===== config.mk =====
export PLATFORM = sky130hd
export DESIGN_NAME = foot_gait_phase_tracker_top
export DESIGN_NICKNAME = d
export VERILOG_FILES = /design/src/design/gfpt_pkg.sv /design/src/design/gfpt_ratio.sv /design/src/design/foot_gait_phase_tracker_top.sv
export SDC_FILE = /design/constraint.sdc
export NUM_CORES = 1
export LEC_CHECK = 0
export BUFFER_PORTS_ARGS = -buffer_cell sky130_fd_sc_hd__buf_4
export CAP_MARGIN = 20
export CORE_ASPECT_RATIO = 1.1
export CORE_MARGIN = 10
export CORE_UTILIZATION = 32
export DETAILED_ROUTE_END_ITERATION = 10
export PLACE_DENSITY = 0.55
export SLEW_MARGIN = 20
export SYNTH_ARGS = -nofsm -noshare
export SYNTH_HDL_FRONTEND = slang
export SYNTH_HIERARCHICAL = 1
export SYNTH_SLANG_ARGS = --single-unit

===== constraint.sdc =====
create_clock -name clk -period 18.29 [get_ports clk]
set_input_delay 2.7435 -clock clk [delete_from_list [all_inputs] [get_ports clk]]
set_output_delay 2.7435 -clock clk [all_outputs]
set_load 0.1 [all_outputs]

===== src/design/gfpt_pkg.sv =====
// ----------------------------------------------------------------------------
// gfpt_pkg: shared types and constants of the gait phase tracker
// Q1.16 fractions, phase codes and the request/response of the ratio unit.
// ----------------------------------------------------------------------------
`default_nettype none

package gfpt_pkg;

  localparam int FRAC_BITS = 16;
  localparam int Q_W       = FRAC_BITS + 1;   // Q1.16 fraction
  localparam int TIME_W    = FRAC_BITS;       // Q0.16 cycle time
  localparam int ARG_W     = FRAC_BITS + 4;   // signed ratio operands
  localparam int REM_W     = FRAC_BITS + 2;   // divider remainder and divisor
  localparam int POS_W     = 32;

  localparam logic [Q_W-1:0] ONE = Q_W'(1) << FRAC_BITS;
  localparam logic [Q_W-1:0] T10 = Q_W'(((64'd1 << FRAC_BITS) * 10 + 50) / 100);
  localparam logic [Q_W-1:0] T85 = Q_W'(((64'd1 << FRAC_BITS) * 85 + 50) / 100);
  localparam logic [Q_W-1:0] T70 = Q_W'(((64'd1 << FRAC_BITS) * 70 + 50) / 100);

  // configuration register indexes
  localparam logic [2:0] REG_ENABLE    = 3'd0;
  localparam logic [2:0] REG_L_CONTACT = 3'd1;
  localparam logic [2:0] REG_L_LIFT    = 3'd2;
  localparam logic [2:0] REG_R_CONTACT = 3'd3;
  localparam logic [2:0] REG_R_LIFT    = 3'd4;

  typedef enum logic [1:0] {
    PH_SWING   = 2'd0,
    PH_CONTACT = 2'd1,
    PH_STANCE  = 2'd2,
    PH_PUSHOFF = 2'd3
  } phase_t;

  typedef struct packed {
    logic                    start;
    logic signed [ARG_W-1:0] num;
    logic signed [ARG_W-1:0] den;
  } ratio_req_t;

  typedef struct packed {
    logic           done;
    logic [Q_W-1:0] quo;
  } ratio_rsp_t;

endpackage

`default_nettype wire


===== src/design/gfpt_ratio.sv =====
// ----------------------------------------------------------------------------
// gfpt_ratio: shared saturating ratio unit
// Gives clamp(num * ONE / den, 0, ONE); zero or negative divisor gives ONE.
// Restoring division, two quotient bits a cycle.
// ----------------------------------------------------------------------------
`default_nettype none

module gfpt_ratio (
  input  wire logic                clk,
  input  wire logic                rst,
  input  wire gfpt_pkg::ratio_req_t req,
  output gfpt_pkg::ratio_rsp_t      rsp
);

  localparam int STEPS = gfpt_pkg::FRAC_BITS / 2;
  localparam int CW    = $clog2(STEPS);
  localparam int RW    = gfpt_pkg::REM_W;
  localparam int QW    = gfpt_pkg::Q_W;

  logic          busy;
  logic          done;
  logic [CW-1:0] cnt;
  logic [RW-1:0] rem;
  logic [RW-1:0] dvs;
  logic [QW-1:0] quo;

  logic [RW:0]   sh_a;
  logic [RW:0]   sh_b;
  logic          ge_a;
  logic          ge_b;
  logic [RW-1:0] rem_a;
  logic [RW-1:0] rem_b;

  always_comb begin
    sh_a  = {rem, 1'b0};
    ge_a  = sh_a >= {1'b0, dvs};
    rem_a = ge_a ? RW'(sh_a - {1'b0, dvs}) : sh_a[RW-1:0];
    sh_b  = {rem_a, 1'b0};
    ge_b  = sh_b >= {1'b0, dvs};
    rem_b = ge_b ? RW'(sh_b - {1'b0, dvs}) : sh_b[RW-1:0];
  end

  always_ff @(posedge clk) begin
    if (rst) begin
      busy <= 1'b0;
      done <= 1'b0;
      cnt  <= '0;
    end else begin
      done <= 1'b0;
      if (req.start) begin
        if (req.den <= $signed(gfpt_pkg::ARG_W'(0))) begin
          quo  <= gfpt_pkg::ONE;
          done <= 1'b1;
        end else if (req.num <= $signed(gfpt_pkg::ARG_W'(0))) begin
          quo  <= '0;
          done <= 1'b1;
        end else if (req.num >= req.den) begin
          quo  <= gfpt_pkg::ONE;
          done <= 1'b1;
        end else begin
          rem  <= req.num[RW-1:0];
          dvs  <= req.den[RW-1:0];
          quo  <= '0;
          cnt  <= '0;
          busy <= 1'b1;
        end
      end else if (busy) begin
        rem <= rem_b;
        quo <= {quo[QW-3:0], ge_a, ge_b};
        cnt <= cnt + CW'(1);
        if (cnt == CW'(STEPS - 1)) begin
          busy <= 1'b0;
          done <= 1'b1;
        end
      end
    end
  end

  assign rsp.done = done;
  assign rsp.quo  = quo;

endmodule

`default_nettype wire


===== src/design/foot_gait_phase_tracker_top.sv =====
// ----------------------------------------------------------------------------
// foot_gait_phase_tracker_top: per-foot gait phase tracker
// Classifies each item into swing, contact, stance or push-off, tracks phase
// progress, latches the foot position at first contact, gives IK/lock blends.
//
//   channel  dir  handshake          payload
//   s        in   s_tvalid/s_tready  s_tdata, s_tuser
//   m        out  m_tvalid/m_tready  m_tdata
//   cfg      in   cfg_we             cfg_index, cfg_data
//
// Enabled, an item takes at most two ratios in the shared divider (two
// quotient bits a cycle; a ratio that saturates skips the division).
// Disabled, the foot state is kept and the divider is used only when the
// swing IK weight needs it.
// One item at a time; s_tready is low until the result is taken.
// Synchronous reset returns both feet to swing with state cleared.
// ----------------------------------------------------------------------------
`default_nettype none

module foot_gait_phase_tracker_top (
  input  wire logic         clk,
  input  wire logic         rst,
  input  wire logic         s_tvalid,
  output logic              s_tready,
  input  wire logic [111:0] s_tdata,   // cycle_time, pos_x, pos_y, pos_z
  input  wire logic [0:0]   s_tuser,   // foot_select
  output logic              m_tvalid,
  input  wire logic         m_tready,
  // phase, phase_progress, grounded, lock_valid, lock_x, lock_y, lock_z,
  // last_contact, last_lift, ik_weight, lock_blend, zero pad
  output logic [183:0]      m_tdata,
  input  wire logic         cfg_we,
  input  wire logic [2:0]   cfg_index,
  input  wire logic [16:0]  cfg_data
);

  localparam int QW = gfpt_pkg::Q_W;
  localparam int TW = gfpt_pkg::TIME_W;
  localparam int AW = gfpt_pkg::ARG_W;
  localparam int PW = gfpt_pkg::POS_W;

  typedef enum logic [6:0] {
    ST_IDLE   = 7'b0000001,
    ST_PREP   = 7'b0000010,
    ST_DIV    = 7'b0000100,
    ST_MID    = 7'b0001000,
    ST_COMMIT = 7'b0010000,
    ST_IK     = 7'b0100000,
    ST_OUT    = 7'b1000000
  } state_t;

  typedef enum logic [1:0] {
    DS_SP    = 2'd0,
    DS_PHASE = 2'd1,
    DS_IK    = 2'd2
  } div_stage_t;

  state_t     state;
  div_stage_t stage;

  // configuration
  logic          enable;
  logic [QW-1:0] cfg_contact [2];
  logic [QW-1:0] cfg_lift    [2];

  // per-foot state
  gfpt_pkg::phase_t phase_st   [2];
  logic [QW-1:0]    progress   [2];
  logic             grounded   [2];
  logic             lock_valid [2];
  logic [PW-1:0]    lock_x     [2];
  logic [PW-1:0]    lock_y     [2];
  logic [PW-1:0]    lock_z     [2];
  logic [TW-1:0]    last_cont  [2];
  logic [TW-1:0]    last_lift  [2];

  // item registers
  logic          foot;
  logic [TW-1:0] t_in;
  logic [PW-1:0] px;
  logic [PW-1:0] py;
  logic [PW-1:0] pz;
  logic          stance_r;
  logic [QW-1:0] res;
  logic [QW-1:0] ik_r;
  logic [QW-1:0] lb_r;
  gfpt_pkg::phase_t new_phase;

  gfpt_pkg::ratio_req_t req;
  gfpt_pkg::ratio_rsp_t rsp;

  gfpt_ratio u_ratio (
    .clk (clk),
    .rst (rst),
    .req (req),
    .rsp (rsp)
  );

  // window and first ratio operands
  logic signed [AW-1:0] c_s;
  logic signed [AW-1:0] l_s;
  logic signed [AW-1:0] t_s;
  logic signed [AW-1:0] one_s;
  logic                 wrap;
  logic                 in_stance;
  logic signed [AW-1:0] prep_num;
  logic signed [AW-1:0] prep_den;

  always_comb begin
    c_s   = $signed(AW'(cfg_contact[foot]));
    l_s   = $signed(AW'(cfg_lift[foot]));
    t_s   = $signed(AW'(t_in));
    one_s = $signed(AW'(gfpt_pkg::ONE));
    wrap  = l_s < c_s;
    in_stance = wrap ? (t_s >= c_s || t_s < l_s) : (t_s >= c_s && t_s < l_s);
    if (in_stance) begin
      prep_den = wrap ? (one_s - c_s) + l_s : l_s - c_s;
      prep_num = (wrap && t_s < c_s) ? (one_s - c_s) + t_s : t_s - c_s;
    end else begin
      prep_den = wrap ? c_s - l_s : one_s - (l_s - c_s);
      prep_num = (!wrap && t_s < l_s) ? (one_s - l_s) + t_s : t_s - l_s;
    end
  end

  // sub-phase split of the stance progress
  gfpt_pkg::phase_t     mid_phase;
  logic signed [AW-1:0] mid_num;
  logic signed [AW-1:0] mid_den;
  logic signed [AW-1:0] sp_s;

  always_comb begin
    sp_s = $signed(AW'(res));
    if (res < gfpt_pkg::T10) begin
      mid_phase = gfpt_pkg::PH_CONTACT;
      mid_num   = sp_s;
      mid_den   = $signed(AW'(gfpt_pkg::T10));
    end else if (res > gfpt_pkg::T85) begin
      mid_phase = gfpt_pkg::PH_PUSHOFF;
      mid_num   = sp_s - $signed(AW'(gfpt_pkg::T85));
      mid_den   = $signed(AW'(gfpt_pkg::ONE - gfpt_pkg::T85));
    end else begin
      mid_phase = gfpt_pkg::PH_STANCE;
      mid_num   = sp_s - $signed(AW'(gfpt_pkg::T10));
      mid_den   = $signed(AW'(gfpt_pkg::T85 - gfpt_pkg::T10));
    end
  end

  gfpt_pkg::phase_t cur_phase;
  logic [QW-1:0]    cur_p;
  logic             ik_div;

  always_comb begin
    cur_phase = phase_st[foot];
    cur_p     = progress[foot];
    ik_div    = (cur_phase == gfpt_pkg::PH_SWING) && (cur_p > gfpt_pkg::T70);
  end

  always_comb begin
    req.start = 1'b0;
    req.num   = prep_num;
    req.den   = prep_den;
    if (state == ST_PREP) begin
      req.start = enable;
    end else if (state == ST_MID) begin
      req.start = stance_r;
      req.num   = mid_num;
      req.den   = mid_den;
    end else if (state == ST_IK) begin
      req.start = ik_div;
      req.num   = $signed(AW'(cur_p)) - $signed(AW'(gfpt_pkg::T70));
      req.den   = $signed(AW'(gfpt_pkg::ONE - gfpt_pkg::T70));
    end
  end

  // configuration writes
  always_ff @(posedge clk) begin
    if (rst) begin
      enable         <= 1'b0;
      cfg_contact[0] <= '0;
      cfg_lift[0]    <= gfpt_pkg::ONE;
      cfg_contact[1] <= '0;
      cfg_lift[1]    <= gfpt_pkg::ONE;
    end else if (cfg_we) begin
      unique case (cfg_index)
        gfpt_pkg::REG_ENABLE:    enable         <= cfg_data[0];
        gfpt_pkg::REG_L_CONTACT: cfg_contact[0] <= cfg_data;
        gfpt_pkg::REG_L_LIFT:    cfg_lift[0]    <= cfg_data;
        gfpt_pkg::REG_R_CONTACT: cfg_contact[1] <= cfg_data;
        gfpt_pkg::REG_R_LIFT:    cfg_lift[1]    <= cfg_data;
        default: ;
      endcase
    end
  end

  // sequencer and foot state
  always_ff @(posedge clk) begin
    if (rst) begin
      state <= ST_IDLE;
      stage <= DS_SP;
      for (int i = 0; i < 2; i++) begin
        phase_st[i]   <= gfpt_pkg::PH_SWING;
        progress[i]   <= '0;
        grounded[i]   <= 1'b0;
        lock_valid[i] <= 1'b0;
        lock_x[i]     <= '0;
        lock_y[i]     <= '0;
        lock_z[i]     <= '0;
        last_cont[i]  <= '0;
        last_lift[i]  <= '0;
      end
    end else begin
      unique case (state)
        ST_IDLE: begin
          if (s_tvalid) begin
            foot  <= s_tuser[0];
            t_in  <= s_tdata[15:0];
            px    <= s_tdata[47:16];
            py    <= s_tdata[79:48];
            pz    <= s_tdata[111:80];
            state <= ST_PREP;
          end
        end
        ST_PREP: begin
          stance_r <= in_stance;
          stage    <= DS_SP;
          state    <= enable ? ST_DIV : ST_IK;
        end
        ST_DIV: begin
          if (rsp.done) begin
            res <= rsp.quo;
            unique case (stage)
              DS_SP:    state <= ST_MID;
              DS_PHASE: state <= ST_COMMIT;
              default: begin
                ik_r  <= rsp.quo;
                lb_r  <= '0;
                state <= ST_OUT;
              end
            endcase
          end
        end
        ST_MID: begin
          if (stance_r) begin
            new_phase <= mid_phase;
            stage     <= DS_PHASE;
            state     <= ST_DIV;
          end else begin
            phase_st[foot]   <= gfpt_pkg::PH_SWING;
            progress[foot]   <= res;
            grounded[foot]   <= 1'b0;
            lock_valid[foot] <= 1'b0;
            if (phase_st[foot] != gfpt_pkg::PH_SWING) begin
              last_lift[foot] <= t_in;
            end
            state <= ST_IK;
          end
        end
        ST_COMMIT: begin
          phase_st[foot] <= new_phase;
          progress[foot] <= res;
          grounded[foot] <= 1'b1;
          // first contact of this stance
          if ((phase_st[foot] == gfpt_pkg::PH_SWING ||
               phase_st[foot] == gfpt_pkg::PH_CONTACT) &&
              new_phase == gfpt_pkg::PH_CONTACT && !lock_valid[foot]) begin
            lock_x[foot]     <= px;
            lock_y[foot]     <= py;
            lock_z[foot]     <= pz;
            lock_valid[foot] <= 1'b1;
            last_cont[foot]  <= t_in;
          end
          state <= ST_IK;
        end
        ST_IK: begin
          unique case (cur_phase)
            gfpt_pkg::PH_SWING: begin
              ik_r <= '0;
              lb_r <= '0;
            end
            gfpt_pkg::PH_CONTACT: begin
              ik_r <= cur_p;
              lb_r <= cur_p;
            end
            gfpt_pkg::PH_STANCE: begin
              ik_r <= gfpt_pkg::ONE;
              lb_r <= gfpt_pkg::ONE;
            end
            default: begin
              ik_r <= gfpt_pkg::ONE - cur_p;
              lb_r <= gfpt_pkg::ONE - (cur_p >> 1);
            end
          endcase
          if (ik_div) begin
            stage <= DS_IK;
            state <= ST_DIV;
          end else begin
            state <= ST_OUT;
          end
        end
        ST_OUT: begin
          if (m_tready) begin
            state <= ST_IDLE;
          end
        end
        default: state <= ST_IDLE;
      endcase
    end
  end

  assign s_tready = (state == ST_IDLE);
  assign m_tvalid = (state == ST_OUT);
  assign m_tdata  = {1'b0, lb_r, ik_r, last_lift[foot], last_cont[foot],
                     lock_z[foot], lock_y[foot], lock_x[foot],
                     lock_valid[foot], grounded[foot], progress[foot],
                     phase_st[foot]};

endmodule

`default_nettype wire

Yosys cells after proc, flatten, opt, wreduce, memory -nomap -nowiden
Memory sizes are Yosys's and may differ from the RTL's. A register that Yosys moved wholly into a read port is not among the register bits.
Cells that the tools add are included.
{"block": "classes", "n_reduce_logical": 40, "n_mux": 144, "bitwise_logic": 12, "eq_ne": 25, "magnitude_cmp": 12, "addsub": 18}
{"op": "2-to-1 mux 17 bit", "n": 15}
{"op": "2-to-1 mux 20 bit", "n": 8}
{"op": "2-to-1 mux 18 bit", "n": 7}
{"op": "case mux 17 bit (3 select lines)", "n": 2}
{"op": "2-to-1 mux 32 bit", "n": 3}
{"op": "OR reduction 32 bit", "n": 3}
{"op": "2-to-1 mux 1 bit", "n": 82}
{"op": "2-to-1 mux 41 bit", "n": 2}
{"op": "case mux 17 bit (2 select lines)", "n": 2}
{"op": "2-to-1 mux 16 bit", "n": 4}
{"op": "case mux 7 bit (7 select lines)", "n": 1}
{"op": "less-or-equal comparator 20 x 1 -> 1 bit, second input constant", "n": 2}
{"op": "2-to-1 mux 40 bit", "n": 1}
{"op": "adder 18 x 17 -> 19 bit", "n": 2}
{"op": "greater-or-equal comparator 19 x 18 -> 1 bit", "n": 2}
{"op": "subtractor 16 x 17 -> 18 bit", "n": 2}
{"op": "subtractor 17 x 16 -> 18 bit, second input constant", "n": 2}
{"op": "subtractor 17 x 17 -> 18 bit", "n": 2}
{"op": "subtractor 17 x 17 -> 18 bit, first input constant", "n": 2}
{"op": "subtractor 18 bit", "n": 2}
{"op": "> comparator 17 x 16 -> 1 bit, second input constant", "n": 2}
{"op": "less-than comparator 16 x 17 -> 1 bit", "n": 2}
{"op": "OR reduction 16 bit", "n": 2}
{"op": "2-to-1 mux 7 bit", "n": 4}
{"op": "45 further kinds", "n": 95}
{"block": "totals", "in_bits": 138, "mem_bits_rw": 366, "regBits": 235, "mem_count": 11, "out_inout_bits": 186}
{"name": "lock_x", "depth": 2, "word_bits": 32, "read_ports": 1, "rd_ports_with_merged_regs": 1, "wr": 2, "line": "foot_gait_phase_tracker_top.sv:71", "source": "logic [PW-1:0] lock_x [2];"}
{"name": "lock_y", "depth": 2, "word_bits": 32, "read_ports": 1, "rd_ports_with_merged_regs": 1, "wr": 2, "line": "foot_gait_phase_tracker_top.sv:72", "source": "logic [PW-1:0] lock_y [2];"}
{"name": "lock_z", "depth": 2, "word_bits": 32, "read_ports": 1, "rd_ports_with_merged_regs": 1, "wr": 2, "line": "foot_gait_phase_tracker_top.sv:73", "source": "logic [PW-1:0] lock_z [2];"}
{"name": "cfg_contact", "depth": 2, "word_bits": 17, "read_ports": 1, "rd_ports_with_merged_regs": 1, "wr": 2, "line": "foot_gait_phase_tracker_top.sv:63", "source": "logic [QW-1:0] cfg_contact [2];"}
{"name": "cfg_lift", "depth": 2, "word_bits": 17, "read_ports": 1, "rd_ports_with_merged_regs": 1, "wr": 2, "line": "foot_gait_phase_tracker_top.sv:64", "source": "logic [QW-1:0] cfg_lift [2];"}
{"name": "progress", "depth": 2, "word_bits": 17, "read_ports": 1, "rd_ports_with_merged_regs": 1, "wr": 2, "line": "foot_gait_phase_tracker_top.sv:68", "source": "logic [QW-1:0] progress [2];"}
{"name": "5 more memories"}

Logic depth before layout (Yosys ltp)
{"block": "logic_depth", "ltp_word": 13, "mapped_depth": 37}

Modules after synthesis
Netlist, hierarchy kept.
{"module": "foot_gait_phase_tracker_top", "instances": 1, "cells_per_inst": 2697, "area_each_um2": 30793.3, "seq_area_each_um2": 16225.6}
{"module": "gfpt_ratio", "instances": 1, "cells_per_inst": 523, "area_each_um2": 4842.1, "seq_area_each_um2": 1691.6}

Least setup slack after synthesis
OpenSTA, ideal clock, no wires.
{"block": "synth_timing", "path_type": "input-to-reg", "from": "input port rst", "to": "register with a tool-made name", "slack_ns": 6.443, "arrival_ns": 11.750, "n_path_buf": 1, "required_time_ns": 18.193, "path_stages": 3, "cell_sequence": "clkbuf_1 nor3_1 mux2_2"}
{"element": "from (decl)", "line": "foot_gait_phase_tracker_top.sv:22", "source": "input wire logic rst,"}

==> metrics.cfg <==
[power]
leakagePower_nw=16.3
p_sw_share_pct=36.4
seqPwrFrac_pct=35.9
clockPowerShare_pct=30.7
p_sw_mw=1.63
peakVddDrop_mv=0.0823
power.density_mw_per_mm2=107
power.internal_mw=2.85
power_frac_comb_pct=33.4

[setup_path]
worstSetupPathType=reg -> reg
crit_required_ps=18630
crit_path_end=u_ratio/dvs[11]
timing.rr.end=u_ratio/dvs[11]
arrival_ps=9390
reg2reg_slack_ps=9240
cp-start-kind=register
worstPathMaxFanout=56
ff2ff_path_depth=24
crit_path_end_kind=register

[route]
drc_errors=0
viasPerCell=5.16
firstDrtPassIters=5
vias=26200
wl_per_cell_microns=23.0
final_antenna_net_count=0
routed_wl_microns=117000
dr.first_iter.drc_count=1979

[logic_synthesis]
ys.flop_type=edfxtp_1
yosys_warnings=6
synthArstFlopShare_pct=0
syn_avg_cell_area_sq_um=11.1
syn-num-nets=3547
synth_seq_cells=602
synthesis.area_sq_mm=0.0356
ys_types=99
ys_seq_area_share_pct=50.3
synth_edf_count=586
synthCells=3220

[placement]
port_buffers=322
post-place-ws_ps=9230
gp_congestion=0.925
dp_hpwl_microns=88300

[sta]
final-setup-viol-count=0
finalHoldViolCount=0
drv_slew=0
fin_crit_ps=9050
fin_crit_sh_pct=49.5
slew_headroom_pct=29.0
rsz0062_at_grt=false
finalWorstSetupSlack_ps=9240
finClkSkew_ps=47.5
setup_tns_ps=0
fmax_ghz=0.111
tightest_slew_ps=1060

[floorplanning]
design.core.area_sq_mm=0.111
ios=324
die_area_sq_mm=0.125
start_util_pct=32.2
die_w_microns=338
die_h_microns=370
row_count=128

[cells_and_area]
nNetsFinal=3856
nFillCells=10900
drive_above_1_share_pct=18.8
syn_to_final_growth_pct=18.0
fin_util_pct=38.0

[clock_network]
clk_pin_slew_ps=60
cts_buffer_depth=3
cts_resized=0
htree_levels=3
cts_sinks=602
cts_inserted_buffers=68
ctsHoldBuffers=0
cts_setup_buffers=0
cts_root_buffer=clkbuf_16
cts_tree=done
clk_latency_ps=660

[global_route]
grt_remaining_overflow=0
grt_pass1_wl_microns=172000
grt_max_degree=68
grt_pass1_vias=26000
grtUsageTotal_pct=17.9
antenna_found_initial=5

[min_path]
hold_depth=0
hold_class=reg -> reg

[job]
timing.max_cap.violations=0

[run_status]
run_status=completed

## cell usage after synthesis (23+ instances only)
cell type	number	area [sq um]
nand2_1	182	683
buf_2	23	115
o21ai_0	133	666
nand2b_1	30	188
xnor2_1	140	1230
mux2_2	150	1690
o21a_1	28	210
nand4_1	24	150
clkbuf_1	77	289
xor2_1	50	438
a31oi_1	25	156
nor4_1	28	175
a211oi_1	43	323
mux2i_1	56	561
o31ai_1	24	180
a21oi_1	178	891
nand3_1	65	325
o211ai_1	30	225
inv_1	136	510
and2_1	329	2060
nor2_1	210	788
nor2b_1	35	219
ha_1	181	2260
or3_1	30	188
nor3_1	87	435
a21o_1	46	345
edfxtp_1	586	17600
## stage by stage
stage | hold WS [ps] | cells | total power, mW | area [sq um]
3_3_place_gp | 455 | 4954 | 3.11 | 39800
3_5_place_dp | 454 | 4954 | 3.11 | 39800
5_1_grt | 488 | 5080 | 4.68 | 42000
2_1_floorplan | 426 | 3220 | 2.66 | 35600
6_report | 471 | 5080 | 4.48 | 42000
4_1_cts | 467 | 5076 | 4.50 | 42000
## sequential cells by signal, summed over array words and instances, names as in the netlist, 32 cells and up, named ones only
signal,count
progress,34
lock_y,64
last_cont,32
py,32
pz,32
last_lift,32
cfg_lift,34
lock_z,64
lock_x,64
px,32
cfg_contact,34
## cell families after synthesis
group                      Yosys count  synth area share (%)
AOI/OAI and AO/OA                  664                  12.3
xor gates and xnor gates           190                  4.67
adders and majority gates          189                  6.80
buffers and inverters              268                  3.08
DFF                                602                  50.3
muxes                              210                  6.52
other                                1                0.0105
and+or+nand+nor                   1096                  16.3
## worst min path at each step
stage | from | end | slack (ps)
finish | u_ratio/quo[4] | res[4] | 470
global route | u_ratio/quo[8] | res[8] | 490
CTS | u_ratio/quo[8] | res[8] | 470
global placement | u_ratio/quo[9] | res[9] | 460
detailed placement | u_ratio/quo[8] | res[8] | 450
floorplan | u_ratio/quo[15] | res[15] | 430
## cells in the final DEF, fill, tap and decap left out, types with 8 or more instances in the layout
master / instances
edfxtp_1: 586
buf_4: 367
and2_1: 329
nor2_1: 208
nand2_1: 182
ha_1: 181
a21oi_1: 178
mux2_2: 150
xnor2_1: 140
inv_1: 136
o21ai_0: 127
nor3_1: 85
clkbuf_16: 68
nand3_1: 65
mux2i_1: 56
xor2_1: 50
a21o_1: 46
a211oi_1: 42
nor2b_1: 35
or3_1: 30
o211ai_1: 30
nand2b_1: 30
nor4_1: 28
o21a_1: 28
a31oi_1: 25
nand4_1: 24
o31ai_1: 23
clkinv_1: 19
o21ai_1: 17
o21bai_1: 15
dfxtp_1: 15
or2_2: 14
o221ai_1: 13
nor3b_1: 12
and3_1: 12
clkbuf_1: 12
o311ai_0: 11
clkinv_2: 9
a21boi_0: 8
fa_1: 8
## area by class of cell
class / count / area, sq um / share of cell area, %
Antenna cell: 4 / 10.0 / 0.0238
Clock buffer: 80 / 1750 / 4.15
Clock inverter: 42 / 507 / 1.21
Inverter: 140 / 526 / 1.25
Multi-Input combinational cell: 2350 / 16700 / 39.7
Sequential cell: 602 / 17900 / 42.6
Tap cell: 1495 / 1870 / 4.45
Timing Repair Buffer: 367 / 2760 / 6.55
## power by group through the flow
stage	Combinational (mW)	Sequential (mW)	Clock (mW)
global placement	1.48	1.64	0
finish	1.50	1.61	1.38
CTS	1.48	1.61	1.41
detailed placement	1.47	1.64	0
floorplan	1.03	1.63	0
global route	1.60	1.61	1.47
## metal layers
| metal | vias to the layer above | global-route usage, % | wire length, microns |
|---|---|---|---|
| li1 | 12500 | - | - |
| met1 | 12900 | 22.4 | 49100 |
| met2 | 737 | 30.7 | 56900 |
| met4 | 2 | 6.88 | 4130 |
| met3 | 166 | 3.24 | 6580 |
| met5 | - | 0 | 13 |
## worst max-delay path, cell delays in order (launching register included)
cell and delay [ps]:
dfxtp_4 690, buf_4 730, mux2i_1 530, inv_1 210, ha_1 460, nand4_1 250, nor2_1 110, a21o_1 220
o31ai_4 270, a21oi_2 80, buf_4 230, a21oi_2 270, a21oi_4 90, inv_2 570, a211oi_1 120, o21ai_0 620
o221ai_1 490, ha_1 430, o21a_1 110, o21ai_0 270, a21oi_1 110, a211oi_1 390, mux2i_1 550, nor2b_1 530
buf_4 320
No activity file was read; power rests on OpenSTA's default activity.
